### src/sv/arsi_ram.sv
// Generic simple dual-port RAM with one write port and a registered read port.
// No dependencies.
`default_nettype none
module arsi_ram #(
  parameter int WIDTH = 8,
  parameter int DEPTH = 16
) (
  input  wire logic                     clk,
  input  wire logic                     we,
  input  wire logic [$clog2(DEPTH)-1:0] waddr,
  input  wire logic [WIDTH-1:0]         wdata,
  input  wire logic [$clog2(DEPTH)-1:0] raddr,
  output logic      [WIDTH-1:0]         rdata
);

  logic [WIDTH-1:0] mem [DEPTH];

  always_ff @(posedge clk) begin
    if (we) begin
      mem[waddr] <= wdata;
    end
    rdata <= mem[raddr];
  end

endmodule
`default_nettype wire

### config.mk
export PLATFORM = sky130hd
export DESIGN_NAME = arsi_ram
export DESIGN_NICKNAME = d
export VERILOG_FILES = /design/src/sv/arsi_ram.sv
export SDC_FILE = /design/constraint.sdc
export NUM_CORES = 1
export LEC_CHECK = 0
export BUFFER_PORTS_ARGS = -buffer_cell sky130_fd_sc_hd__buf_4
export CAP_MARGIN = 0
export CORE_UTILIZATION = 60
export DETAILED_ROUTE_END_ITERATION = 7
export PLACE_DENSITY = 0.89
export REMOVE_ABC_BUFFERS = 1
export SLEW_MARGIN = 10
export SYNTH_ARGS = -nofsm -noshare
export SYNTH_HDL_FRONTEND = slang
export SYNTH_SLANG_ARGS = --single-unit
### constraint.sdc
create_clock -name clk -period 2.4 [get_ports clk]
set_input_delay 0.36 -clock clk [delete_from_list [all_inputs] [get_ports clk]]
set_output_delay 0.36 -clock clk [all_outputs]
set_load 0.005 [all_outputs]
==> summary.md <==
| Metric | Value |
|---|---|
| CP Depth | 4 |
| Seq cells post-synth | 136 |
| Synthesis warning total | 0 |
| Fraction of layout cells with a size suffix above 1 | 0.308 |
| Synth Area in Compound Gates | 0.0233 |
| Setup crit end kind | flop |
| Top cells by area, synth | edfxtp_1 75%, mux4_2 7.9%, mux4_1 7.1%, dfxtp_1 3.1%, a22oi_1 2.3% |
| Register-to-register setup slack | 1.03 ns |
| Clock root buffer | clkbuf_8 |
| CP Cell Sequence | buf_4, mux4_1, a22oi_1, nand2_1 |
| Synth cell types | 19 |
| Final WL | 9680 um |
| Total grt overflow | 0 |
| Most numerous cell in the Yosys netlist | edfxtp_1 |
| Syn_area_per_cell | 22.5 sq um |
| Largest net degree at the start of global routing | 33 |
| Critical path arrival | 1.85 ns |
| Power Density | 901 mW/mm^2 |
| Final nets | 297 |
| Inserted Clock Buffers | 17 |
| Share of the synthesized area in the top cell type | 0.747 |
| CTS tree | built |
| FF-to-FF Start | mem[2][0] |
| Clock Skew | 0.00611 ns |
| Fin Hold WS | 0.146 ns |
| Critical path buffers and inverters | 1 |
| Post-synthesis cell area | 0.00515 sq mm |
| Clk buf depth | 2 |
| Slew headroom | 0.491 |
| Core area | 0.00826 sq mm |
| Pwr Total | 5.49 mW |
| # setup viols final | 0 |
| Hpwl dp | 5640 um |
| Die width | 94.6 um |
| H-tree levels | 4 |
| Hold_buf cts | 0 |
| Hold Fails Final Rpt | 0 |
| Status | completed |
| Mux cell area share after synthesis | 0.150 |
| Pins Over Slew Limit | 0 |
| Max Cap Viol | 0 |
| F_max | 688 MHz |
| Largest family of logic cells by synthesized area | multiplexers |
| Post-route insts no fill | 397 |
| EDFF count, synth | 128 |
| Setup WS post-layout | 0.948 ns |
| Vias in the first global route | 2579 |
| Synth area leader | edfxtp_1 |
| IO Pins | 26 |
| Synth cell count leaders | 128 x edfxtp_1, 18 x mux4_2, 16 x a22oi_1 |
| CP max-delay cell | mux4_1 |
| Worst Reg-to-Reg Cells | 3 |
| Count of antenna-violating nets left after detailed routing | 0 |
| Required @ worst endpoint | 2.80 ns |
| Layout fillers | 461 |
| Post-route DRC | 0 |
| Worst-path clk slew | 0.06 ns |
| Mapped Cells | 229 |
| Final Critical Period | 1.45 ns |
| RSZ-0062 raised after global routing | false |
| Peak supply drop | 0.708 mV |
| Startpoint types | input pin |
| Pre-CTS WS | 0.419 ns |
| CP Launch Point | raddr[0] |
| Synth Area in Simple Gates | 0.0318 |
| Cells after DPL | 365 |
| Routed vias/inst | 6.32 |
| Lkg Pwr | 2.08 nW |
| N_diodes | 0 |
| Slowest stage delay, CP | 0.65 ns |
| Die Y | 94.6 um |
| Die area | 0.00895 sq mm |
| Clk Latency, worst-skew pair | 0.52 ns |
| Rows | 33 |
| CP Capture Point | rdata[0] |
| Tightest Pin Transition | 0.760 ns |
| Drt pass-1 iters | 5 |
| GP Congestion | 0.710 |
| Wirelength per Cell | 24.4 um |
| Top cell family by delay on the critical path | multiplexers |
| Tcrit/Tclk final | 0.605 |
| Area grow syn2layout | 18.4% |
| Synth Flop Type | edfxtp_1 |
| Clk sink count | 136 |
| Critical path class | in -> reg |
| Max FO, Critical Path | 32 |
| Via count | 2510 |
| Synth Area in Adders | 0 |
| Initial antenna violation count | 0 |
| Register area share after synthesis | 0.778 |
| 1st-iter DRT viols | 205 |
| XOR/XNOR Fraction of Synth Area | 0 |
| Post-CTS setup buffer count | 0 |
| Ys async rst share | 0 |
| Total GRT Usage | 0.247 |
| IO buf count | 25 |
| Min-Delay Path Class | in -> reg |
| Setup TNS | 0 ns |
| CTS resizes | 0 |
| Reg-to-reg endpoint | rdata[0] |
| First-pass GRT wire length | 14700 um |
| Initial Utilization | 0.623 |
[how the worst min path moves through the flow]
stage                     slack, ns        end        from  depth (start not counted)
after floorplan                0.46  mem[0][0]    wdata[0]                          0
after CTS                      0.12  mem[1][5]    wdata[5]                          1
after detailed placement       0.66   rdata[7]  mem[14][7]                          3
after global placement         0.65   rdata[7]  mem[14][7]                          3
final                          0.15  mem[4][1]    wdata[1]                          1
after global routing           0.12  mem[1][5]    wdata[5]                          1
[per-layer routing]
layer / global-route usage / share of wire / routed length, um
met1: 0.335 / 0.40 / 3890
met2: 0.381 / 0.51 / 4930
met3: 0.0805 / 0.077 / 744
met4: 0.0896 / 0.013 / 127
met5: 0 / 0 / 0
[through the flow]
stage	area [sq um]	util
detailed placement	5500	0.666
floorplan	5060	-
CTS	6090	0.738
finish	6090	0.738
global placement	5500	0.666
global route	6090	0.738
[worst register-to-register path, delay by kind of cell, from the launching register on]
kind             cells  cell delay, ns
multiplexers         1            0.51
flip-flops           1            0.37
AO/OA/AOI/OAI        1            0.28
AND/OR/NAND/NOR      1            0.09
[cells by family after synthesis]
| logic type | after synthesis |
|---|---|
| compound gates | 16 |
| buf+inv | 10 |
| flops | 136 |
| mux | 32 |
| simple gates | 35 |
[layout by cell type (no fill, tap or decap)]
master,synthesis,final
a22oi_1,16,16
and2_1,1,1
and2b_1,1,1
buf_4,1,41
bufinv_16,0,3
clkbuf_1,0,1
clkbuf_16,0,16
clkbuf_8,0,1
clkinv_1,0,1
clkinv_2,0,1
clkinv_4,0,4
clkinvlp_4,0,3
dfxtp_1,8,8
edfxtp_1,128,128
inv_6,0,2
mux4_1,14,14
mux4_2,18,18
nand2_1,9,9
nand2b_1,2,2
nand3_1,1,1
nand3b_1,2,2
nor2_1,13,13
nor2b_1,1,1
nor3_1,4,4
or3b_2,1,1
[flip-flops by register name, indices dropped and copies added (netlist names)]
name   count
rdata      8
mem      128
[cell type report]
cell class / instances / area, sq um / area share
sequential: 136 / 4000 / 0.657
tap: 105 / 131 / 0.0216
clock inverter: 14 / 174 / 0.0285
timing repair buffer: 41 / 308 / 0.0505
clock buffer: 18 / 418 / 0.0686
multi-input combinational: 83 / 1060 / 0.174
[where the power goes]
| part | leakage, nW | switching, mW | total, mW | internal (mW) |
|---|---|---|---|---|
| Combinational | 0.577 | 0.131 | 0.246 | 0.115 |
| Sequential | 1.22 | 0.0184 | 2.67 | 2.66 |
| Clock | 0.279 | 0.983 | 2.57 | 1.59 |
| Total | 2.08 | 1.13 | 5.49 | 4.36 |
Power figures use the tool's default switching activity.
